## config.mk

```make
export PLATFORM = sky130hd
export DESIGN_NAME = cvs_isqrt
export DESIGN_NICKNAME = d
export VERILOG_FILES = /design/src/hdl/cvs_isqrt.sv
export SDC_FILE = /design/constraint.sdc
export NUM_CORES = 1
export LEC_CHECK = 0
export ABC_AREA = 1
export BUFFER_PORTS_ARGS = -buffer_cell sky130_fd_sc_hd__buf_2
export CAP_MARGIN = 20
export CORE_MARGIN = 4
export CORE_UTILIZATION = 30
export CTS_CLUSTER_SIZE = 14
export DETAILED_ROUTE_END_ITERATION = 8
export MAX_ROUTING_LAYER = met4
export PLACE_DENSITY = 0.49
export SLEW_MARGIN = 20
export SYNTH_ARGS = -nofsm -noshare
export SYNTH_HDL_FRONTEND = slang
export SYNTH_SLANG_ARGS = --single-unit
```

## constraint.sdc

```tcl
create_clock -name i_clk -period 8 [get_ports i_clk]
set_clock_uncertainty 0.1 [all_clocks]
set_input_delay 1.6 -clock i_clk [delete_from_list [all_inputs] [get_ports i_clk]]
set_output_delay 1.6 -clock i_clk [all_outputs]
set_load 0.02 [all_outputs]
```

## src/hdl/cvs_isqrt.sv

```systemverilog
// Iterative integer square root, two radicand bits per cycle.
module cvs_isqrt #(
    parameter int NORM_W = 38,
    parameter int MAG_W  = 19
) (
    input  logic              i_clk,
    input  logic              i_rst_n,
    input  logic              i_start,
    input  logic [NORM_W-1:0] i_n,
    output logic              o_done,
    output logic [MAG_W-1:0]  o_root
);

    logic              r_busy;
    logic              r_done;
    logic [NORM_W-1:0] r_rem;
    logic [NORM_W-1:0] r_res;
    logic [NORM_W-1:0] r_bit;
    logic [NORM_W:0]   w_trial;
    logic              w_take;

    assign w_trial = {1'b0, r_res} + {1'b0, r_bit};
    assign w_take  = {1'b0, r_rem} >= w_trial;

    always_ff @(posedge i_clk) begin
        if (!i_rst_n) begin
            r_busy <= 1'b0;
            r_done <= 1'b0;
        end else begin
            r_done <= r_busy && r_bit[0];
            if (i_start) begin
                r_busy <= 1'b1;
            end else if (r_busy && r_bit[0]) begin
                r_busy <= 1'b0;
            end
        end
    end

    always_ff @(posedge i_clk) begin
        if (i_start) begin
            r_rem <= i_n;
            r_res <= '0;
            r_bit <= NORM_W'(1) << (NORM_W - 2);
        end else if (r_busy) begin
            if (w_take) begin
                r_rem <= r_rem - w_trial[NORM_W-1:0];
                r_res <= (r_res >> 1) + r_bit;
            end else begin
                r_res <= r_res >> 1;
            end
            r_bit <= r_bit >> 2;
        end
    end

    assign o_done = r_done;
    assign o_root = r_res[MAG_W-1:0];

endmodule

```

==> results.sh <==
export IMPL_fill_cells=3956
export IMPL_pwr_share_clk_pct=16.3
export IMPL_diodes=0
export IMPL_ys_flop_type="dfxtp_1"
export IMPL_syn_nets=1872
export IMPL_port_buffers=60
export IMPL_p_sw_mw=1.62
export IMPL_crit_path_frequent_cell="nand2_1"
export IMPL_place_congestion=0.962
export IMPL_cts_root_buf="clkbuf_16"
export IMPL_dp_cells=2204
export IMPL_cts_max_level=3
export IMPL_num_vias=11200
export IMPL_cts_buffers=9
export IMPL_finalWirelength_mm=39.4
export IMPL_via_per_inst=5.07
export IMPL_drive_gt1_share_pct=7.77
export IMPL_wl_met3_mm=1.77
export IMPL_die_w_um=197
export IMPL_setup_viol=0
export IMPL_internal_power_mw=1.63
export IMPL_wl_met2_mm=17.3
export IMPL_m1WireLength_mm=19.6
export IMPL_hold_violations=0
export IMPL_syn_area_per_cell_um2=6.12
export IMPL_dp_hpwl_mm=32.0
export IMPL_netSwitchingFraction_pct=49.8
export IMPL_cp_arrival_ns=5.83
export IMPL_critical_path_class="flop to flop"
export IMPL_finalNetCount=1880
export IMPL_initial_core_util_pct=30.7
export IMPL_cts_resized=0
export IMPL_yosysTopAreaCellShare_pct=17.4
export IMPL_async_flop_share_pct=0
export IMPL_area_growth_pct=7.99
export IMPL_grt_max_degree=60
export IMPL_startpoint_type="flop"
export IMPL_synth_area_leaders="nand2_1, dfxtp_1, edfxtp_1, ha_1, inv_1"
export IMPL_worstMarginPinSlew_ns=0.983
export IMPL_route_detailed_drc=0
export IMPL_status="finished clean"
export IMPL_crit_slowest_cell="nand2_2"
export IMPL_synth_ff_latch_count=97
export IMPL_post_cts_buffers=0
export IMPL_drtIter0Drc=1039
export IMPL_wl_per_cell_um=17.8
export IMPL_pwr_share_comb_pct=59.8
export IMPL_synth_top_area_cell="nand2_1"
export IMPL_grt_pass1_vias=10200
export IMPL_rsz0062_at_grt="no"
export IMPL_track_usage_pct=20.5
export IMPL_synth_top_cells_by_count="nand2_1, inv_1, nor2_1"
export IMPL_num_io_pins=61
export IMPL_cts_buffer_depth=2
export IMPL_max_slew_margin_pct=34.2
export IMPL_fp_row_count=68
export IMPL_worstPathRequired_ns=7.88
export IMPL_synth_edf_count=38
export IMPL_grt_overflow=0
export IMPL_die_area_um2=38800
export IMPL_die_h_um=197
export IMPL_synth_distinct_cells=45
export IMPL_hold_path_class="flop to flop"
export IMPL_cts_tree="built"
export IMPL_antenna_found_initial=0
export IMPL_yosysMostFrequentCell="nand2_1"
export IMPL_slowest_delay_ns=0.74
export IMPL_insertion_delay_ns=0.36
export IMPL_finalMaxSlewViolations=0
export IMPL_seqPwrFrac_pct=23.9
export IMPL_synth_seq_area_share_pct=21.7
export IMPL_fin_setup_tns_ns=0
export IMPL_first_pass_iters=6
export IMPL_synthesis_area_um2=10700
export IMPL_grt_pass1_wl_mm=60.7
export IMPL_peakVddDrop_mv=0.118
export IMPL_leakage_nw=5.17
export IMPL_cts_sinks=97
export IMPL_hold_ws_ns=0.392
export IMPL_core_um2=34900
export IMPL_top_layer="met4"
export IMPL_cellPowerDensity_nw_per_um2=281
export IMPL_synthCells=1752
export IMPL_critPathTopFamily="simple AND/OR/NAND/NOR gates"
export IMPL_fin_crit_ns=5.94
export IMPL_crit_fanout=39
export IMPL_dp_worst_setup_slack_ns=2.03
export IMPL_antenna_left=0
export IMPL_cp_end_kind="flop"
export IMPL_fin_crit_sh_pct=74.3
export IMPL_fin_ws_ns=2.06
export IMPL_crit_buf_inv=1
export IMPL_fmax_mhz=168
export IMPL_stdcell_count=2219
export IMPL_synth_warnings=0
export IMPL_cts_hold_buf=0
export IMPL_max_cap_violations=0
export IMPL_path_clk_slew_ns=0.08
[placed cells by master (no fill, tap or decap), types with 5 or more instances in the layout]
master     netlist  final
nand2_1        498    497
inv_1          213    213
nor2_1         184    184
nand3_1        147    147
a21oi_1        134    134
o21ai_0         87     87
ha_1            78     78
buf_2           10     59
dfxtp_1         59     58
xor2_1          41     41
edfxtp_1        38     38
xnor2_1         34     34
o21ai_1         22     22
nor3_1          21     21
nand4_1         17     17
or2_2           15     15
nand3_2         15     15
o21bai_1        13     13
clkbuf_16        0     11
a31oi_1         10     10
nand2_2          8      9
inv_2            7      7
buf_4           23      7
nand3b_1         6      6
nor4_1           5      5
a21o_1           5      5
[layer usage]
| layer | track usage, % | up-vias |
|---|---|---|
| li1 | - | 5711 |
| met1 | 29.4 | 5208 |
| met2 | 31.4 | 284 |
| met3 | 2.09 | 40 |
| met4 | 4.11 | 0 |
| met5 | - | - |
[registers in the layout, indices dropped and copies added (netlist names)]
register / cells
r_bit: 19
o_done: 1
r_rem: 38
r_busy: 1
r_res: 38
[cell families after synthesis]
family | synth area share (%)
xor+xnor | 6.13
buf+inv | 11.6
simple gates | 37.1
compound gates | 14.2
fa+ha+maj | 9.29
flops | 21.7
[through the flow]
| stage | total power [mW] | utilization (%) | cell area (µm²) |
|---|---|---|---|
| after detailed placement | 2.71 | 32.2 | 11200 |
| after global placement | 2.72 | 32.2 | 11200 |
| after floorplan | 2.23 | - | 10700 |
| after CTS | 3.26 | 33.2 | 11600 |
| final | 3.25 | 33.2 | 11600 |
| after global routing | 3.53 | 33.2 | 11600 |
[path summary, 6_finish.rpt]
kind,start,to,slack (ns),cells past startpoint
hold reg to reg,r_bit[36],r_bit[36],0.39,2
setup reg to reg,r_res[2],r_rem[18],2.06,27
hold / removal,r_bit[36],r_bit[36],0.39,2
setup / recovery,r_res[2],r_rem[18],2.06,27
[power groups by stage]
stage / combinational (mW) / clock [mW] / sequential [mW]
finish: 1.94 / 0.528 / 0.776
global route: 2.18 / 0.559 / 0.790
CTS: 1.93 / 0.544 / 0.779
detailed placement: 1.92 / 0 / 0.788
global placement: 1.93 / 0 / 0.788
floorplan: 1.51 / 0 / 0.725
[worst min-delay path, cell delays in order (launching register included)]
cell	delay (ns)
dfxtp_1	0.34
nand2_1	0.07
nand2_1	0.04
[cell type report]
cell class,count,area [µm²],area share (%)
Sequential cell,97,2320,20.1
Inverter,220,826,7.14
Clock buffer,11,275,2.38
Multi-Input combinational cell,1366,7150,61.8
Clock inverter,4,77.6,0.670
Timing Repair Buffer,66,348,3.01
Tap cell,455,569,4.92
(Power assumes the default switching activity.)
