## config.mk

```make
export PLATFORM = sky130hd
export DESIGN_NAME = cvs_lane
export DESIGN_NICKNAME = d
export VERILOG_FILES = /design/src/hdl/cvs_pkg.sv /design/src/hdl/cvs_lane.sv
export SDC_FILE = /design/constraint.sdc
export NUM_CORES = 1
export LEC_CHECK = 0
export BUFFER_PORTS_ARGS = -buffer_cell sky130_fd_sc_hd__buf_2
export CAP_MARGIN = 20
export CORE_MARGIN = 10
export CORE_UTILIZATION = 60
export DETAILED_ROUTE_END_ITERATION = 6
export GPL_TIMING_DRIVEN = 0
export PLACE_DENSITY_LB_ADDON = 0.2
export SKIP_CTS_REPAIR_TIMING = 1
export SYNTH_ARGS = -nofsm -noshare
export SYNTH_HDL_FRONTEND = slang
export SYNTH_SLANG_ARGS = --single-unit
```

## constraint.sdc

```tcl
create_clock -name i_clk -period 11.5 [get_ports i_clk]
set_clock_uncertainty 0.15 [all_clocks]
set_input_delay 1.725 -clock i_clk [delete_from_list [all_inputs] [get_ports i_clk]]
set_output_delay 1.725 -clock i_clk [all_outputs]
set_load 0.02 [all_outputs]
```

## src/hdl/cvs_pkg.sv

```systemverilog
// Shared constants and types of the cosine top-k vector search core.
package cvs_pkg;

    localparam int DIM_DEF       = 64;
    localparam int ENTRIES_DEF   = 256;
    localparam int LANES_DEF     = 4;
    localparam int MAX_TOP_K_DEF = 16;

    localparam int ELEM_W    = 16;
    localparam int PROD_W    = 32;
    localparam int SCORE_W   = 16;
    localparam int IDX_OUT_W = 8;
    localparam int TOPK_IN_W = 5;
    localparam int IN_FIELDS = 4;
    localparam int FRAC_BITS = 15;

    typedef enum logic [3:0] {
        ST_IDLE,
        ST_NSWEEP,
        ST_NDRAIN,
        ST_SQRT,
        ST_DSWEEP,
        ST_DDRAIN,
        ST_MUL,
        ST_DSTART,
        ST_DIV,
        ST_INS,
        ST_EMIT,
        ST_FULL
    } t_state;

    typedef struct packed {
        logic clear;
        logic insert;
        logic pop;
    } t_topk_ctl;

endpackage

```

## src/hdl/cvs_lane.sv

```systemverilog
// One multiply lane: registered signed product of two Q1.15 elements.
module cvs_lane (
    input  logic                                i_clk,
    input  logic                                i_rst_n,
    input  logic                                i_valid,
    input  logic signed [cvs_pkg::ELEM_W-1:0]   i_a,
    input  logic signed [cvs_pkg::ELEM_W-1:0]   i_b,
    output logic                                o_valid,
    output logic signed [cvs_pkg::PROD_W-1:0]   o_prod
);

    logic                              r_valid;
    logic signed [cvs_pkg::PROD_W-1:0] r_prod;

    always_ff @(posedge i_clk) begin
        if (!i_rst_n) begin
            r_valid <= 1'b0;
        end else begin
            r_valid <= i_valid;
        end
    end

    always_ff @(posedge i_clk) begin
        r_prod <= i_a * i_b;
    end

    assign o_valid = r_valid;
    assign o_prod  = r_prod;

endmodule

```

==> metrics.md <==
| Metric | Value |
|---|---|
| Status | `completed` |
| Number of warnings issued by yosys | `0` |
| Crit end category | `flop` |
| Top Ports | `68` |
| Iter 0 DRT Violations | `approximately 350` |
| Clk sinks | `33` |
| Worst setup path start | `i_a[15]` |
| Proportion of synthesized area in mux cells | `0%` |
| RSZ-0062 raised after global routing | `false` |
| Final Net Count | `about 1600` |
| Fill count | `roughly 1400` |
| Post-synthesis sequential area ratio | `under 10%` |
| Design area | `~11000 sq um` |
| Post-synthesis register bit count | `33` |
| WP data arrival | `roughly 8200 ps` |
| Core region area | `roughly 17000 sq um` |
| Synth area leaders | `fa_1 (50%), inv_1 (10%), ha_1 (9.8%), and2_1 (7.3%), dfxtp_1 (6.3%)` |
| Simple-gate share of the synthesized area | `between 10% and 20%` |
| Sequential Area | `661 sq um` |
| Hold crit path type | `in2reg` |
| Critical-path top delay cell | `fa_1` |
| Unique masters post-synth | `39` |
| TritonCTS Buffers | `5` |
| Synth area leader | `fa_1` |
| Post-Syn Area per Cell | `9.46 sq um` |
| Compound-Gate Fraction of Synth Area | `under 10%` |
| Initial Util | `between 60% and 70%` |
| Root Driver | `clkbuf_16` |
| Placement Cell Area | `roughly 11000 sq um` |
| Fin cells | `roughly 1400` |
| Max Cap Viol | `0` |
| Worst-path clk slew | `50 ps` |
| Tcrit/Tclk final | `71.3%` |
| Yosys top cell area share | `50.0%` |
| GRT Util Overall | `between 20% and 30%` |
| Initial antenna violation count | `0` |
| Global-route wire length before repair | `41500 um` |
| Via count | `7504` |
| Endpoints failing hold | `0` |
| Multi-input gate area | `about 8600 sq um` |
| Slew HR | `58.0%` |
| Hpwl dp | `roughly 21000 um` |
| Most common cell after layout, fill and taps aside | `inv_1` |
| Min Tclk post-route | `a little over 8000 ps` |
| Drt drc | `0` |
| Pins over their slew limit | `0` |
| CP Class | `in2reg` |
| CTS tree | `yes` |
| Xor/xnor share of the synthesized area | `2.92%` |
| Critical path fanouts, max | `10` |
| I/O Buffers | `between 60 and 70` |
| Routed len/inst | `17.5 um` |
| Longest Clk Path Bufs | `2` |
| Worst Setup EP | `o_prod[31]$_DFF_P_` |
| # diodes | `0` |
| M2 GR Usage | `38.0%` |
| Most frequent cells in the layout | `inv_1 (289), fa_1 (262), nand2_1 (124)` |
| Cell count after synthesis | `1109` |
| GRT overflow | `0` |
| Critical path data required time | `11510 ps` |
| Largest family of logic cells by synthesized area | `adder cells` |
| Die Ht | `between 150 and 200 um` |
| GR Layer Usage met1 | `26.9%` |
| Die W | `~150 um` |
| Largest net degree at the start of global routing | `13` |
| Post-Synthesis Cell Area | `10500 sq um` |
| Global placement routability congestion | `0.938` |
| Layout cells sized above 1 | `7.01%` |
| Max frequency | `approximately 0.12 GHz` |
| Startpoint Class | `input port` |
| Adder-Cell Fraction of Synth Area | `~60%` |
| CP peak stage delay | `around 580 ps` |
| Hold path cells | `2` |
| Slew @ Worst Pin | `around 630 ps` |
| Met3 Usage GRT | `around 3.4%` |
| First drt pass iteration count | `5` |
| Setup Viol. Count Final | `0` |
| Cell mode on critical path | `fa_1` |
| Full die area | `roughly 23000 sq um` |
| Avg Vias per Cell | `about 5.3` |
| Synthesis-to-finish area growth | `7.51%` |
| Antenna violation net count after detailed routing | `0` |
| Core Rows | `48` |
| CP Cell Sequence | `buf_2 -> clkbuf_1 -> nand2_1 -> inv_1 -> fa_1 -> fa_1 -> fa_1 -> fa_1 -> fa_1 -> inv_1 -> fa_1 -> inv_1 -> ha_1 -> a211o_1 -> a211oi_1 -> o21ai_0 -> o22ai_1 -> nor2_2 -> a2111oi_4 -> o21a_1 -> a211oi_2` |
| Hold slack | `approximately 1500 ps` |
| H-tree Lvls | `2` |
| Vias in the first global route | `slightly above 8000` |
| Synthesized net count | `1488` |
| Top Usage Layer GRT | `met2` |
| Detailed Route WL | `24700 um` |
| Final setup TNS | `0 ps` |
| Cells after DPL | `about 1400` |
[state kept, by name, indices dropped and copies added (netlist names)]
| register | cells |
|---|---|
| o_prod | 32 |
| o_valid | 1 |
[per-stage QoR]
step / worst slack (ps) / util, %
2_1_floorplan: 4090 / -
3_5_place_dp: 3050 / 64.5
5_1_grt: 2940 / 65.4
4_1_cts: 3330 / 65.4
3_3_place_gp: 3100 / 64.5
6_report: 3300 / 65.4
[worst min path at each step]
| stage | start | endpoint |
|---|---|---|
| floorplan | i_b[0] | o_prod[0]$_DFF_P_ |
| global placement | i_valid | o_valid$_SDFF_PN0_ |
| detailed placement | i_valid | o_valid$_SDFF_PN0_ |
| CTS | i_valid | o_valid$_SDFF_PN0_ |
| global route | i_valid | o_valid$_SDFF_PN0_ |
| finish | i_valid | o_valid$_SDFF_PN0_ |
[per-layer routing]
metal | up-vias | wire length [um]
li1 | 3376 | -
met4 | 0 | 1270
met3 | 74 | 1680
met2 | 267 | 12500
met5 | - | 0
met1 | 3787 | 9310
[kinds of logic after synthesis]
| logic type | Yosys count |
|---|---|
| adders and majority gates | 344 |
| AOI/OAI and AO/OA | 83 |
| buffers and inverters | 321 |
| DFF | 33 |
| and+or+nand+nor | 293 |
| xor gates and xnor gates | 35 |
[layout make-up]
type | instances | share of cell area [%]
multi-input combinational | 755 | 76.5
inverter | 289 | 9.62
sequential | 33 | 5.86
timing repair buffer | 67 | 2.97
tap | 225 | 2.50
clock buffer | 5 | 1.11
buffer | 32 | 1.06
clock inverter | 3 | 0.410
[cells in the mapped netlist]
library cell  count
o21a_2            1
a21oi_1          18
a2111oi_4         2
nor4_1            1
and2_1          123
nand2_1         124
nand3_1           4
buf_1             1
xnor2_1          26
o211ai_1          1
inv_1           289
fa_1            262
and3_1            2
or4_1             1
a21boi_0          1
nor2_1           23
nand4_1           2
or2_2             1
dfxtp_1          33
ha_1             82
a311o_1           1
a211o_1           1
o311ai_0          1
o211a_1           2
nor2_2            2
a211oi_2          2
nor3_1            3
or3_1             1
a211oi_1          5
xor2_1            9
a31oi_1           3
o21ai_0          17
nand3b_1          1
o21bai_1          6
clkbuf_1         31
o21a_1            5
o22ai_1           2
nand2b_1          5
a21o_1           15
[worst max-delay path, delay by kind of cell]
kind	cells	cell delay, ps
simple gates	2	340
fa+ha+maj	7	3400
buf+inv	5	960
compound gates	7	1780
Power is not shown: default switching activity piles up to over one toggle a cycle in this logic, so the estimate is an artifact.
