**config.mk**
```make
export PLATFORM = sky130hd
export DESIGN_NAME = cvs_topk
export DESIGN_NICKNAME = d
export VERILOG_FILES = /design/src/hdl/cvs_pkg.sv /design/src/hdl/cvs_topk.sv
export SDC_FILE = /design/constraint.sdc
export NUM_CORES = 1
export LEC_CHECK = 0
export BUFFER_PORTS_ARGS = -buffer_cell sky130_fd_sc_hd__buf_2
export CORE_MARGIN = 4
export CORE_UTILIZATION = 40
export DETAILED_ROUTE_END_ITERATION = 7
export GPL_ROUTABILITY_DRIVEN = 0
export PLACE_DENSITY = 0.51
export SLEW_MARGIN = 20
export SYNTH_ARGS = -nofsm -noshare
export SYNTH_HDL_FRONTEND = slang
export SYNTH_SLANG_ARGS = --single-unit
```
**constraint.sdc**
```tcl
create_clock -name i_clk -period 6.4 [get_ports i_clk]
set_input_delay 0.64 -clock i_clk [delete_from_list [all_inputs] [get_ports i_clk]]
set_output_delay 0.64 -clock i_clk [all_outputs]
set_load 0.02 [all_outputs]
```
**src/hdl/cvs_pkg.sv**
```systemverilog
// Shared constants and types of the cosine top-k vector search core.
package cvs_pkg;

    localparam int DIM_DEF       = 64;
    localparam int ENTRIES_DEF   = 256;
    localparam int LANES_DEF     = 4;
    localparam int MAX_TOP_K_DEF = 16;

    localparam int ELEM_W    = 16;
    localparam int PROD_W    = 32;
    localparam int SCORE_W   = 16;
    localparam int IDX_OUT_W = 8;
    localparam int TOPK_IN_W = 5;
    localparam int IN_FIELDS = 4;
    localparam int FRAC_BITS = 15;

    typedef enum logic [3:0] {
        ST_IDLE,
        ST_NSWEEP,
        ST_NDRAIN,
        ST_SQRT,
        ST_DSWEEP,
        ST_DDRAIN,
        ST_MUL,
        ST_DSTART,
        ST_DIV,
        ST_INS,
        ST_EMIT,
        ST_FULL
    } t_state;

    typedef struct packed {
        logic clear;
        logic insert;
        logic pop;
    } t_topk_ctl;

endpackage

```
**src/hdl/cvs_topk.sv**
```systemverilog
// Sorted best list: parallel insert by score, ties kept at the lower index, pop from head.
module cvs_topk #(
    parameter int MAX_TOP_K = 16,
    parameter int IDX_W     = 8,
    parameter int KW        = 5
) (
    input  logic                               i_clk,
    input  logic                               i_rst_n,
    input  cvs_pkg::t_topk_ctl                 i_ctl,
    input  logic [KW-1:0]                      i_k,
    input  logic signed [cvs_pkg::SCORE_W-1:0] i_score,
    input  logic [IDX_W-1:0]                   i_idx,
    output logic [KW-1:0]                      o_cnt,
    output logic signed [cvs_pkg::SCORE_W-1:0] o_head_score,
    output logic [IDX_W-1:0]                   o_head_idx
);

    logic signed [cvs_pkg::SCORE_W-1:0] r_sc [MAX_TOP_K];
    logic [IDX_W-1:0]                   r_ix [MAX_TOP_K];
    logic [KW-1:0]                      r_cnt;
    logic [MAX_TOP_K-1:0]               w_ge;
    logic [MAX_TOP_K-1:0]               w_room;
    logic                               w_take;

    always_comb begin
        for (int i = 0; i < MAX_TOP_K; i++) begin
            w_ge[i]   = (i < int'(r_cnt)) && (r_sc[i] >= i_score);
            w_room[i] = (i < int'(i_k)) && !w_ge[i];
        end
        w_take = |w_room;
    end

    always_ff @(posedge i_clk) begin
        if (!i_rst_n) begin
            r_cnt <= '0;
        end else if (i_ctl.clear) begin
            r_cnt <= '0;
        end else if (i_ctl.insert && w_take && (r_cnt < i_k)) begin
            r_cnt <= r_cnt + KW'(1);
        end else if (i_ctl.pop && (r_cnt != '0)) begin
            r_cnt <= r_cnt - KW'(1);
        end
    end

    // Slots below the insert point hold, the new entry lands there, the rest move down.
    always_ff @(posedge i_clk) begin
        for (int i = 0; i < MAX_TOP_K; i++) begin
            if (i_ctl.insert && w_take) begin
                if (!w_ge[i]) begin
                    if (i == 0) begin
                        r_sc[i] <= i_score;
                        r_ix[i] <= i_idx;
                    end else if (w_ge[i-1]) begin
                        r_sc[i] <= i_score;
                        r_ix[i] <= i_idx;
                    end else begin
                        r_sc[i] <= r_sc[i-1];
                        r_ix[i] <= r_ix[i-1];
                    end
                end
            end else if (i_ctl.pop && (i < MAX_TOP_K - 1)) begin
                r_sc[i] <= r_sc[i+1];
                r_ix[i] <= r_ix[i+1];
            end
        end
    end

    assign o_cnt        = r_cnt;
    assign o_head_score = r_sc[0];
    assign o_head_idx   = r_ix[0];

endmodule
```
==> run_results.csv <==
group,metric,value,unit
run_status,status,"completed",
timing,min_period_over_period,92.8,%
synth,synth_area,0.0262,mm^2
timing,whs,0.384,ns
clock_tree,clock-sinks,389,
setup_path,crit_arrival,6.27,ns
detailed_routing,wl_per_cell,23.9,um
detailed_routing,vias,20000,
hold_path,holdPathStages,4,
place,dpl.hpwl,60100,um
setup_path,cp-start-kind,"primary input",
power_and_ir_drop,p_leak,11.7,nW
clock_tree,cts_resized,0,
power_and_ir_drop,power,7.93,mW
clock_tree,cts_tree,"built",
setup_path,max_stage_delay,0.72,ns
synth,yosysUniqueCellTypes,78,
setup_path,r2r_cells,14,
synth,synth_fp_nets,2777,
timing,final.min_clock_period,5.94,ns
grt,grt_pass1_wl,124000,um
setup_path,r2r_end,"r_sc[1][113]$_DFFE_PP_",
layout,area_growth,11.2,%
die,initial_core_util,40.5,%
hold_path,hold_class,"primary input to flop",
timing,max_freq,168,MHz
clock_tree,post_cts_buffers,0,
setup_path,cp_data_required_time,6.73,ns
timing,max_slew_margin,26.8,%
die,die_y,264,um
synth,syn_area_per_cell,10.6,um^2
grt,antenna_found_initial,5,
timing,hold_viol,0,
timing,setup_violations,0,
detailed_routing,viasPerCell,5.91,
layout,layout-drive-gt1-share,15.0,%
detailed_routing,drtIter0Drc,1386,
setup_path,r2r_slack,1.07,ns
timing,final_max_slew_viol_count,0,
hold_path,hold_start,"i_ctl[2]",
synth,synth_ff_type,"edfxtp_1",
die,dieWidth,264,um
setup_path,cpMaxStageDelayCell,"o311ai_1",
detailed_routing,drc,0,
die,ios,63,
setup_path,r2r-start,"r_sc[1][1]$_DFFE_PP_",
setup_path,path_max_fanout,16,
setup_path,path_buf_inv,4,
synth,synth-seq-cells,389,
synth,yosysTopAreaCell,"edfxtp_1",
synth,synth_top_cell_area_share,44.0,%
setup_path,endpoint_kind,"flop",
timing,clock_skew,0.0140,ns
synth,yosys_warnings,0,
synth,synth_most_common_cell,"edfxtp_1",
synth,synthTopCellsByArea,"edfxtp_1 44%, ha_1 13%, mux2i_1 11%",
synth,ys_async_sr_fraction,0,%
timing,rsz0062_at_grt,"false",
place,io_buffer_count,62,
layout,finish.net_count,2794,
clock_tree,clk_latency,0.59,ns
grt,grt_util_all_layers,22.6,%
setup_path,crit_type,"primary input to flop",
clock_tree,cts_hold_buf,0,
synth,synth-seq-area-share,44.4,%
die,core_area,0.0647,mm^2
detailed_routing,antenna_left,0,
setup_path,cpLargestDelayFamily,"compound AO/OA/AOI/OAI gates",
power_and_ir_drop,power_density,272,mW/mm^2
run,drv_cap,0,
detailed_routing,totalWireLength,80800,um
clock_tree,cts_inserted_buffers,48,
grt,gr-total-overflow,0,
setup_path,crit_path_frequent_cell,"buf_4",
clock_tree,worst_setup_hold_path_clk_slew,0.05,ns
power_and_ir_drop,peakVddDrop,0.180,mV
setup_path,crit_path_cell_trace,"buf_2 -> inv_1 -> ha_1 -> nor2b_1 -> o211ai_1 -> a21oi_1 -> a311o_1 -> o311ai_1 -> o31ai_1 -> o2111ai_1 -> o2bb2ai_1 -> o21ai_2 -> buf_4 -> nor3b_4 -> buf_4 -> mux2_2",
timing,tightest_slew,1.10,ns
synth,syn_inst,2479,
die,num_rows,93,
grt,grt_pass1_vias,20400,
die,dieArea,0.0697,mm^2
clock_tree,cts-root-buf,"clkbuf_16",
clock_tree,ctsHtreeMaxLevel,2,
synth,netlist_top_cells_count,"384 x edfxtp_1, 382 x nand2_1, 340 x o21ai_0, 290 x mux2i_1, 264 x ha_1",
detailed_routing,drt_first_pass_iters,5,
synth,synth_edf_count,384,
clock_tree,clockBufferDepth,3,
hold_path,whs_endpoint,"o_cnt[3]$_SDFFE_PP0P_",
grt,grt_max_degree,162,
layout,nFillCells,6166,
==> layer usage <==
layer  vias to the layer above  share of wire [%]  track usage [%]
met5                         -              0.017                0
met4                         4                2.5             6.21
met3                       134                4.2             2.27
met2                       465                 47             37.4
met1                     10000                 46             31.7
li1                       9367                  -                -
==> registers in the layout, summed over array words and instances (netlist names) <==
register  cells
o_cnt         5
r_ix        128
r_sc        256
==> worst register-to-register path: cells and delay by family (launching register included) <==
family	cells	cell delay, ns
mux	1	0.38
buf+inv	2	0.63
flops	1	0.43
fa+ha+maj	1	0.31
simple gates	2	0.79
compound gates	8	2.54
==> stage by stage <==
step | cells | instance area [um^2] | util, % | worst slack (ns) | setup TNS, ns
floorplan | 2479 | 26200 | - | 0.560 | 0
detailed placement | 3298 | 27600 | 42.6 | -0.0492 | -0.531
global placement | 3298 | 27600 | 42.6 | 0.00429 | 0
CTS | 3383 | 29100 | 45.0 | 0.547 | 0
global route | 3386 | 29200 | 45.1 | 0.371 | 0
finish | 3387 | 29200 | 45.1 | 0.461 | 0
==> report_power, final <==
part / internal (mW) / total, mW / switching, mW
combinational: 0.681 / 1.68 / 0.996
sequential: 3.27 / 3.57 / 0.305
clock: 1.56 / 2.68 / 1.13
==> cell usage in the layout, fill, tap and decap left out, types with 34 or more instances in the layout <==
cell type,netlist,final
nand2_1,382,381
or2_2,53,53
buf_4,27,62
buf_2,38,62
edfxtp_1,384,384
o221a_2,48,48
clkbuf_16,0,49
nand4_1,43,43
ha_1,264,264
a21oi_1,99,99
o21ai_0,340,330
mux2i_1,290,290
nor2_1,35,34
inv_1,56,56
==> cell type report <==
type	count	area (um^2)	share of cell area, %
Antenna cell	1	2.50	0.00858
Clock buffer	68	1320	4.52
Clock inverter	17	183	0.626
Inverter	56	210	0.721
Multi-Input combinational cell	1865	13700	47.0
Sequential cell	389	11600	39.9
Tap cell	855	1070	3.67
Timing Repair Buffer	136	1040	3.56
==> cell families (layout without fill, tap and decap cells) <==
group                      count (synthesis)  count (layout)  synth area share (%)
other                                      0               1                     0
xor gates and xnor gates                   4               4                 0.134
DFF                                      389             389                  44.4
and+or+nand+nor                          635             635                  11.4
adders and majority gates                264             264                  12.6
buffers and inverters                    225             277                  3.85
AOI/OAI and AO/OA                        638             638                  15.2
muxes                                    324             324                  12.5
==> worst max path at each step <==
stage	from	endpoint	slack [ns]	cells after the start
after floorplan	i_score[11]	r_ix[0][24]$_DFFE_PP_	0.56	14
after global placement	i_score[1]	r_sc[1][115]$_DFFE_PP_	0.004	16
after detailed placement	i_score[1]	r_sc[1][113]$_DFFE_PP_	-0.05	16
after CTS	i_score[1]	r_sc[1][113]$_DFFE_PP_	0.55	16
after global routing	i_score[1]	r_sc[1][113]$_DFFE_PP_	0.37	16
final	i_score[1]	r_sc[1][113]$_DFFE_PP_	0.46	16
Note: power is estimated with default switching activity, not from simulation.
