<file path="config.mk">
export PLATFORM = sky130hd
export DESIGN_NAME = cvs_div
export DESIGN_NICKNAME = d
export VERILOG_FILES = /design/src/hdl/cvs_pkg.sv /design/src/hdl/cvs_div.sv
export SDC_FILE = /design/constraint.sdc
export NUM_CORES = 1
export LEC_CHECK = 0
export BUFFER_PORTS_ARGS = -buffer_cell sky130_fd_sc_hd__buf_2
export CELL_PAD_IN_SITES_DETAIL_PLACEMENT = 1
export CELL_PAD_IN_SITES_GLOBAL_PLACEMENT = 1
export CORE_UTILIZATION = 46
export CTS_BUF_LIST = sky130_fd_sc_hd__clkbuf_8
export DETAILED_ROUTE_END_ITERATION = 10
export MAX_ROUTING_LAYER = met4
export PLACE_DENSITY_LB_ADDON = 0.1
export SLEW_MARGIN = 20
export SYNTH_ARGS = -nofsm -noshare
export SYNTH_HDL_FRONTEND = slang
export SYNTH_SLANG_ARGS = --single-unit
</file>
<file path="constraint.sdc">
create_clock -name i_clk -period 4.85 [get_ports i_clk]
set_input_delay 0 -clock i_clk [delete_from_list [all_inputs] [get_ports i_clk]]
set_output_delay 0 -clock i_clk [all_outputs]
set_load 0.02 [all_outputs]
</file>
<file path="src/hdl/cvs_pkg.sv">
// Shared constants and types of the cosine top-k vector search core.
package cvs_pkg;

    localparam int DIM_DEF       = 64;
    localparam int ENTRIES_DEF   = 256;
    localparam int LANES_DEF     = 4;
    localparam int MAX_TOP_K_DEF = 16;

    localparam int ELEM_W    = 16;
    localparam int PROD_W    = 32;
    localparam int SCORE_W   = 16;
    localparam int IDX_OUT_W = 8;
    localparam int TOPK_IN_W = 5;
    localparam int IN_FIELDS = 4;
    localparam int FRAC_BITS = 15;

    typedef enum logic [3:0] {
        ST_IDLE,
        ST_NSWEEP,
        ST_NDRAIN,
        ST_SQRT,
        ST_DSWEEP,
        ST_DDRAIN,
        ST_MUL,
        ST_DSTART,
        ST_DIV,
        ST_INS,
        ST_EMIT,
        ST_FULL
    } t_state;

    typedef struct packed {
        logic clear;
        logic insert;
        logic pop;
    } t_topk_ctl;

endpackage

</file>
<file path="src/hdl/cvs_div.sv">
// Restoring divider: saturated Q1.15 quotient of dot * 2^15 / denominator.
module cvs_div #(
    parameter int NORM_W = 38,
    parameter int ACC_W  = 39
) (
    input  logic                                 i_clk,
    input  logic                                 i_rst_n,
    input  logic                                 i_start,
    input  logic signed [ACC_W-1:0]              i_dot,
    input  logic [NORM_W-1:0]                    i_den,
    output logic                                 o_done,
    output logic signed [cvs_pkg::SCORE_W-1:0]   o_q
);

    localparam int QB = cvs_pkg::FRAC_BITS;
    localparam int CNT_W = $clog2(QB + 1);
    localparam int SW = cvs_pkg::SCORE_W;

    logic              r_busy;
    logic              r_done;
    logic              r_neg;
    logic              r_sat;
    logic [CNT_W-1:0]  r_cnt;
    logic [NORM_W-1:0] r_rem;
    logic [NORM_W-1:0] r_den;
    logic [QB-1:0]     r_q;
    logic [ACC_W-1:0]  w_abs;
    logic [NORM_W-1:0] w_a;
    logic [NORM_W:0]   w_sh;
    logic              w_fit;
    logic              w_last;

    assign w_abs  = i_dot[ACC_W-1] ? ACC_W'(-i_dot) : ACC_W'(i_dot);
    assign w_a    = w_abs[NORM_W-1:0];
    assign w_sh   = {r_rem, 1'b0};
    assign w_fit  = w_sh >= {1'b0, r_den};
    assign w_last = r_sat || (r_cnt == CNT_W'(1));

    always_ff @(posedge i_clk) begin
        if (!i_rst_n) begin
            r_busy <= 1'b0;
            r_done <= 1'b0;
        end else begin
            r_done <= r_busy && w_last;
            if (i_start) begin
                r_busy <= 1'b1;
            end else if (r_busy && w_last) begin
                r_busy <= 1'b0;
            end
        end
    end

    always_ff @(posedge i_clk) begin
        if (i_start) begin
            r_neg <= i_dot[ACC_W-1];
            r_sat <= w_a >= i_den;
            r_rem <= w_a;
            r_den <= i_den;
            r_q   <= '0;
            r_cnt <= CNT_W'(QB);
        end else if (r_busy && !r_sat) begin
            if (w_fit) begin
                r_rem <= w_sh[NORM_W-1:0] - r_den;
            end else begin
                r_rem <= w_sh[NORM_W-1:0];
            end
            r_q   <= {r_q[QB-2:0], w_fit};
            r_cnt <= r_cnt - CNT_W'(1);
        end
    end

    always_comb begin
        if (r_sat) begin
            o_q = r_neg ? {1'b1, {(SW-1){1'b0}}} : {1'b0, {(SW-1){1'b1}}};
        end else if (r_neg) begin
            o_q = -$signed({1'b0, r_q});
        end else begin
            o_q = $signed({1'b0, r_q});
        end
    end

    assign o_done = r_done;

endmodule

</file>
==> out/results.ini, run 1 <==
[run_status]
status = finished, final reports clean

[power]
p_int_mw = 1.96
switching_share_pct = 41.7
p_leak_nw = 4.25
pwr-share-clk_pct = 15.3
p_comb_share_pct = 50.8
switchingPower_mw = 1.40
ir_drop_v = 0.000181
p_seq_share_pct = 34.0
p_per_area_nw_per_um2 = 354

[timing]
finalMaxSlewViolations = 0
final.min_clock_period_ns = 4.20
maxSlewHeadroom_pct = 32.4
finalHoldViolations = 0
tns_ns = 0
whs_ns = 0.0873
fin_ws_ns = 0.650
worstMarginPinSlew_ns = 1.01
setup_viol_count_final = 0
rsz0062_at_grt = no
min_period_over_period_pct = 86.6
max_clock_freq_ghz = 0.238
finClkSkew_ns = 0.0120

[clock_tree]
ctsResizeCount = 0
cts_sinks = 99
worstSkewPairLatency_ns = 0.39
cts_htree_levels = 3
cts_buffer_depth = 2
root_buffer = clkbuf_8
clkTransAtPathRegs_ns = 0.11
tritoncts = built
numCtsBuffers = 9

[routing]
drt-total-wl_um = 24500
routed_via_density = 5.72
dr.first_iter.drc_count = 407
drtPass1Iterations = 5
wl_per_cell_um = 18.8
drtAntennaViolNets = 0
drc = 0
vias = 7434
m1WireLength_um = 11300
top_layer_used = met4
wl_met3_um = 1010
wl_met2_um = 11900

[yosys]
syn_nets = 1117
ys_types = 62
synth_top_area_share_pct = 28.5
synth_edf_count = 78
synth_area_um2 = 8230
yosys-top-cells-area = edfxtp_1, ha_1, xnor2_1
syn_avg_cell_area_um2 = 8.61
yosys_warnings = 0
yosys.area.top_type = edfxtp_1
synth_ff_type = edfxtp_1
netlist_instances = 956
ys_seq_area_share_pct = 33.6
async_flop_share_pct = 0
synth-seq-cells = 99

[critical_path]
rrSetupSlack_ns = 0.65
endpoint_kind = register
r2r_cells = 11
endpoint = r_rem[29]$_DFFE_PP_
r2r_start = r_rem[0]$_DFFE_PP_
worstSetupStartpoint = r_rem[0]$_DFFE_PP_
r2r-end = r_rem[29]$_DFFE_PP_
cp.arrival_ns = 4.32
worst-setup-path-type = reg2reg
worstPathMaxFanout = 28
critPathLaunchType = register
cp_data_required_time_ns = 4.97

[run]
max_cap_violations = 0

[floorplan]
die_area_um2 = 18400
die_h_um = 136
die_w_um = 136
num_io_pins = 97
initial_core_util_pct = 47.4
fp-row-count = 48
core-area_um2 = 17400

[final_layout]
synthToLayoutAreaGrowth_pct = 15.2
drive_above_1_share_pct = 12.4
diodes = 0
nNetsFinal = 1231
final_cells = 1300

[min_path]
hp-class = in2reg

[global_routing]
grt_pass1_vias = 7570
grt_max_degree = 49
antenna_found_initial = 0
grtUsageTotal_pct = 28.4
grt-ovfl-total = 0
grt_pass1_wl_um = 39200

[placement]
pre_cts_ws_ns = 0.686
io_buffers = 96
dp.cells = 1244
dp_hpwl_um = 18700
gp_congestion = 0.877

power groups by stage:
stage,clock network (mW),logic [mW],registers [mW]
2_1_floorplan,0,1.22,1.13
3_3_place_gp,0,1.62,1.15
3_5_place_dp,0,1.66,1.16
4_1_cts,0.526,1.70,1.14
5_1_grt,0.551,1.88,1.15
6_report,0.512,1.70,1.14
kinds of logic (layout without fill, tap and decap cells):
family,Yosys count,in the layout,share of synthesized area (%)
AOI/OAI and AO/OA,267,267,21.0
muxes,22,22,2.68
xor gates and xnor gates,77,77,8.19
and+or+nand+nor,273,273,15.8
DFF,99,99,33.6
buffers and inverters,137,256,6.34
adders and majority gates,81,81,12.4
cell usage in the layout, fill, tap and decap left out, types with 4 or more instances in the layout:
cell	n
a211oi_1	6
a21o_1	34
a21oi_1	89
a221o_1	7
a31oi_1	6
and2_1	4
buf_2	95
buf_4	7
clkbuf_8	9
dfxtp_1	21
dlygate4sd3_1	40
edfxtp_1	78
ha_1	80
inv_1	97
mux2i_1	22
nand2_1	105
nand2b_1	10
nand3_1	11
nand4_1	19
nor2_1	66
nor2b_1	6
nor3_1	15
nor3b_1	4
nor4_1	6
o211ai_1	8
o21a_1	5
o21ai_0	47
o21ai_1	10
o21bai_1	7
o311ai_0	4
o31ai_1	9
o41ai_1	7
or3_1	9
or3_4	5
xnor2_1	52
xor2_1	25
worst max-delay path, stage by stage, from the launching register on:
cell	delay, ns
edfxtp_1	0.44
ha_1	0.33
nor2b_1	0.21
o2111ai_1	0.15
a21oi_1	0.40
o2111ai_1	0.25
a21oi_1	0.47
nor3_1	0.17
o21ai_4	0.84
buf_12	0.28
mux2i_1	0.26
a21oi_1	0.11
routing by layer:
| metal | vias up | track usage [%] |
|---|---|---|
| li1 | 3645 | - |
| met1 | 3600 | 36.5 |
| met2 | 170 | 48.2 |
| met3 | 19 | 3.89 |
| met4 | 0 | 4.43 |
| met5 | - | - |
layout make-up:
class                           instances  area, um^2
Clock buffer                            9         124
Clock inverter                          7        43.8
Fill cell                            2105        7880
Inverter                               97         364
Multi-Input combinational cell        720        4960
Sequential cell                        99        2760
Tap cell                              225         282
Timing Repair Buffer                  143         948
worst min-delay path by stage:
stage	from	to	slack (ns)	depth (start not counted)
final	i_start	r_den[8]$_DFFE_PP_	0.09	1
after global routing	i_start	r_den[8]$_DFFE_PP_	0.09	1
after CTS	i_start	r_q[6]$_SDFFE_PP0P_	0.08	2
after detailed placement	i_den[35]	r_den[35]$_DFFE_PP_	0.19	1
after global placement	i_den[34]	r_den[34]$_DFFE_PP_	0.19	1
after floorplan	i_den[0]	r_den[0]$_DFFE_PP_	0.1	0
registers in the layout (all words and copies together), names as in the netlist:
name	count
r_cnt	4
r_sat	1
r_neg	1
r_den	38
r_rem	38
r_busy	1
o_done	1
r_q	15
what timing repair did:
item                      in CTS  in global routing
hold buffers                  40                  0
hold endpoints to repair      41                  0
setup buffers                  0                  0
synth_stat cells, drive strengths merged (2+ instances only):
cell / instances
mux2i: 22
a211oi: 6
a21o: 34
o21ai: 58
nand2: 105
o311ai: 4
edfxtp: 78
a2bb2oi: 3
o211ai: 8
o22ai: 2
nor2b: 6
o21a: 5
a21oi: 89
xnor2: 52
dfxtp: 21
o21bai: 7
o41ai: 8
o31a: 3
a221o: 7
nor2: 66
nor4: 7
nand3b: 2
nand2b: 10
ha: 80
a311oi: 3
o31ai: 11
or4: 4
inv: 97
nand3: 11
a221oi: 2
nor3: 15
clkbuf: 33
a31o: 2
buf: 7
nor3b: 4
nand4: 19
a31oi: 6
o2111ai: 2
xor2: 25
and2: 5
and3: 3
or3: 14
through the flow:
| stage | instance area, um^2 | total power [mW] | utilization (%) |
|---|---|---|---|
| 6_report | 9480 | 3.36 | 54.6 |
| 5_1_grt | 9480 | 3.58 | 54.6 |
| 4_1_cts | 9480 | 3.36 | 54.6 |
| 3_5_place_dp | 8910 | 2.82 | 51.4 |
| 3_3_place_gp | 8910 | 2.77 | 51.4 |
| 2_1_floorplan | 8230 | 2.35 | - |
No activity file was read; power rests on OpenSTA's default activity.
==> inputs of run 2 (changes only) <==
Settings changed: PLACE_DENSITY from default to 0.84, PLACE_DENSITY_LB_ADDON 0.1 to default, RECOVER_POWER from default to 100, REMOVE_ABC_BUFFERS from default to 1.
==> out/results.ini, run 2 (synthesized netlist as in run 1, its figures left out) <==
[global_routing]
grt_max_degree = 65  ; +33%
grt_pass1_vias = 7669  ; +1.3%
grtUsageTotal_pct = 28.1  ; -0.30 points
antenna_found_initial = 1  ; +1
grt_pass1_wl_um = 38800  ; -1.1%
grt-ovfl-total = 0  ; unchanged

[timing]
finalMaxSlewViolations = 127  ; +127
finClkSkew_ns = 0.0113  ; -0.000682 ns
max_clock_freq_ghz = 0.249  ; +4.7%
final.min_clock_period_ns = 4.01  ; -0.188 ns
rsz0062_at_grt = no
finalHoldViolations = 0  ; unchanged
maxSlewHeadroom_pct = -91.6  ; -120 points
fin_ws_ns = 0.838  ; +0.188 ns
tns_ns = 0  ; unchanged
worstMarginPinSlew_ns = 2.87  ; +1.86 ns
min_period_over_period_pct = 82.7  ; -3.9 points
setup_viol_count_final = 0  ; unchanged

[power]
ir_drop_v = 0.000210  ; +16%
p_leak_nw = 4.11  ; -3.3%
p_per_area_nw_per_um2 = 365  ; +3.2%

[routing]
vias = 7488  ; +0.73%
wl_per_cell_um = 18.7  ; -0.84%
drtAntennaViolNets = 0  ; unchanged
drtPass1Iterations = 5  ; unchanged
routed_via_density = 5.76  ; +0.73%
dr.first_iter.drc_count = 416  ; +2.2%
drc = 0  ; unchanged
drt-total-wl_um = 24200  ; -0.84%

[critical_path]
worst-setup-path-type = in2reg
critPathLaunchType = primary input
endpoint_kind = register
worstPathMaxFanout = 5  ; -82%
cp.arrival_ns = 4.24  ; -0.08 ns
cp_data_required_time_ns = 5.08  ; +0.11 ns

[final_layout]
synthToLayoutAreaGrowth_pct = 14.8
fin_util_pct = 54.4  ; -0.20 points
final_cell_mix = nand2_1, inv_1, a21oi_1
final_area_um2 = 9450  ; -0.37%
nNetsFinal = 1230  ; -0.081%
largest_registers = r_den: 38 flops, r_rem: 38 flops, r_q: 15 flops
register_area_um2 = 2760  ; unchanged
layout_commonest_cell = nand2_1
drive_above_1_share_pct = 7.45  ; -4.9 points
fill_cells = 2088  ; -0.81%
multi_input_area_um2 = 4960  ; unchanged
final_cells = 1300  ; unchanged

[clock_tree]
tritoncts = built
post_cts_buffers = 0  ; unchanged
worstSkewPairLatency_ns = 0.41  ; +0.02 ns
numCtsBuffers = 9  ; unchanged
cts_sinks = 99  ; unchanged
cts_buffer_depth = 2  ; unchanged
cts_htree_levels = 3  ; unchanged
root_buffer = clkbuf_8
clkTransAtPathRegs_ns = 0.10  ; about the same

[run]
max_cap_violations = 3  ; +3

[placement]
io_buffers = 96  ; unchanged
dp_hpwl_um = 18200  ; -2.5%
dpl_cell_area_um2 = 8910  ; about the same
pre_cts_ws_ns = 0.741  ; +0.0557 ns
gp_congestion = 0.896  ; +2.2%
dp.cells = 1243  ; -0.080%

[run_status]
violations = capacitance limit, slew limit
status = finished with violations

[floorplan]
fp-row-count = 48  ; unchanged
die_w_um = 136  ; unchanged
num_io_pins = 97  ; unchanged
die_h_um = 136  ; unchanged
initial_core_util_pct = 47.4  ; unchanged
core-area_um2 = 17400  ; unchanged
die_area_um2 = 18400  ; unchanged

[min_path]
hp-class = in2reg

-- run 2: changes by cell type in the layout (fill, tap and decap cells not counted), moves of 5 or more --
cell and change:
buf_2 -49, buf_4 -6, clkbuf_1 +53, o21ai_0 +5, o21ai_1 -5
-- run 2: layout make-up --
type	count	share of cell area, %
multi-input combinational	720	52.5
clock buffer	9	1.31
inverter	97	3.85
sequential	99	29.2
clock inverter	7	0.980
timing repair buffer	142	9.13
antenna	1	0.0265
tap	225	2.98
-- run 2: critical path: stages --
cell and delay, ns:
dlygate4sd3_1 0.54, buf_2 0.15, inv_1 0.08, ha_1 0.21, nand2_1 0.12, or3_4 0.44, or3_4 0.42, or3_4 0.36
o21ai_0 0.21, xnor2_1 0.14, ha_1 0.31, nand4_1 0.10, nor2_1 0.16, nand3_1 0.12, nor4_1 0.39, a211oi_1 0.09
o21ai_0 0.10, a21oi_1 0.08, o31ai_1 0.21
-- run 2: power breakdown --
group          switching, mW  total, mW  internal (mW)
clock network          0.328      0.619          0.290
logic                   1.01       1.70          0.688
registers             0.0643       1.14           1.07
-- run 2: repair_timing --
action / CTS / global route
gates resized for setup: 0 / 0
hold buffers: 40 / 0
hold endpoints to repair: 41 / 0
-- run 2: layer usage --
metal  share of wire (%)  global-route usage, %
met3                 3.7                   2.73
met1                  44                   34.1
met4                 2.4                   11.1
met2                  50                   47.9
met5                   0                      -
-- run 2: per-stage QoR --
stage	power (mW)	hold WS [ns]
final	3.45	0.0822
after global routing	3.65	0.127
after CTS	3.45	0.0402
after detailed placement	2.81	0.194
after global placement	2.74	0.191
after floorplan	2.34	0.0691
-- run 2: final timing paths --
check / startpoint / endpoint / slack, ns / depth (start not counted)
hold / removal: i_dot[37] / r_rem[37]$_DFFE_PP_ / 0.08 / 4
setup / recovery: i_dot[0] / r_sat$_DFFE_PP_ / 0.84 / 19
hold reg to reg: r_busy$_SDFFE_PN0P_ / o_done$_SDFF_PN0_ / 0.47 / 1
setup reg to reg: r_rem[13]$_DFFE_PP_ / r_rem[12]$_DFFE_PP_ / 1.09 / 11
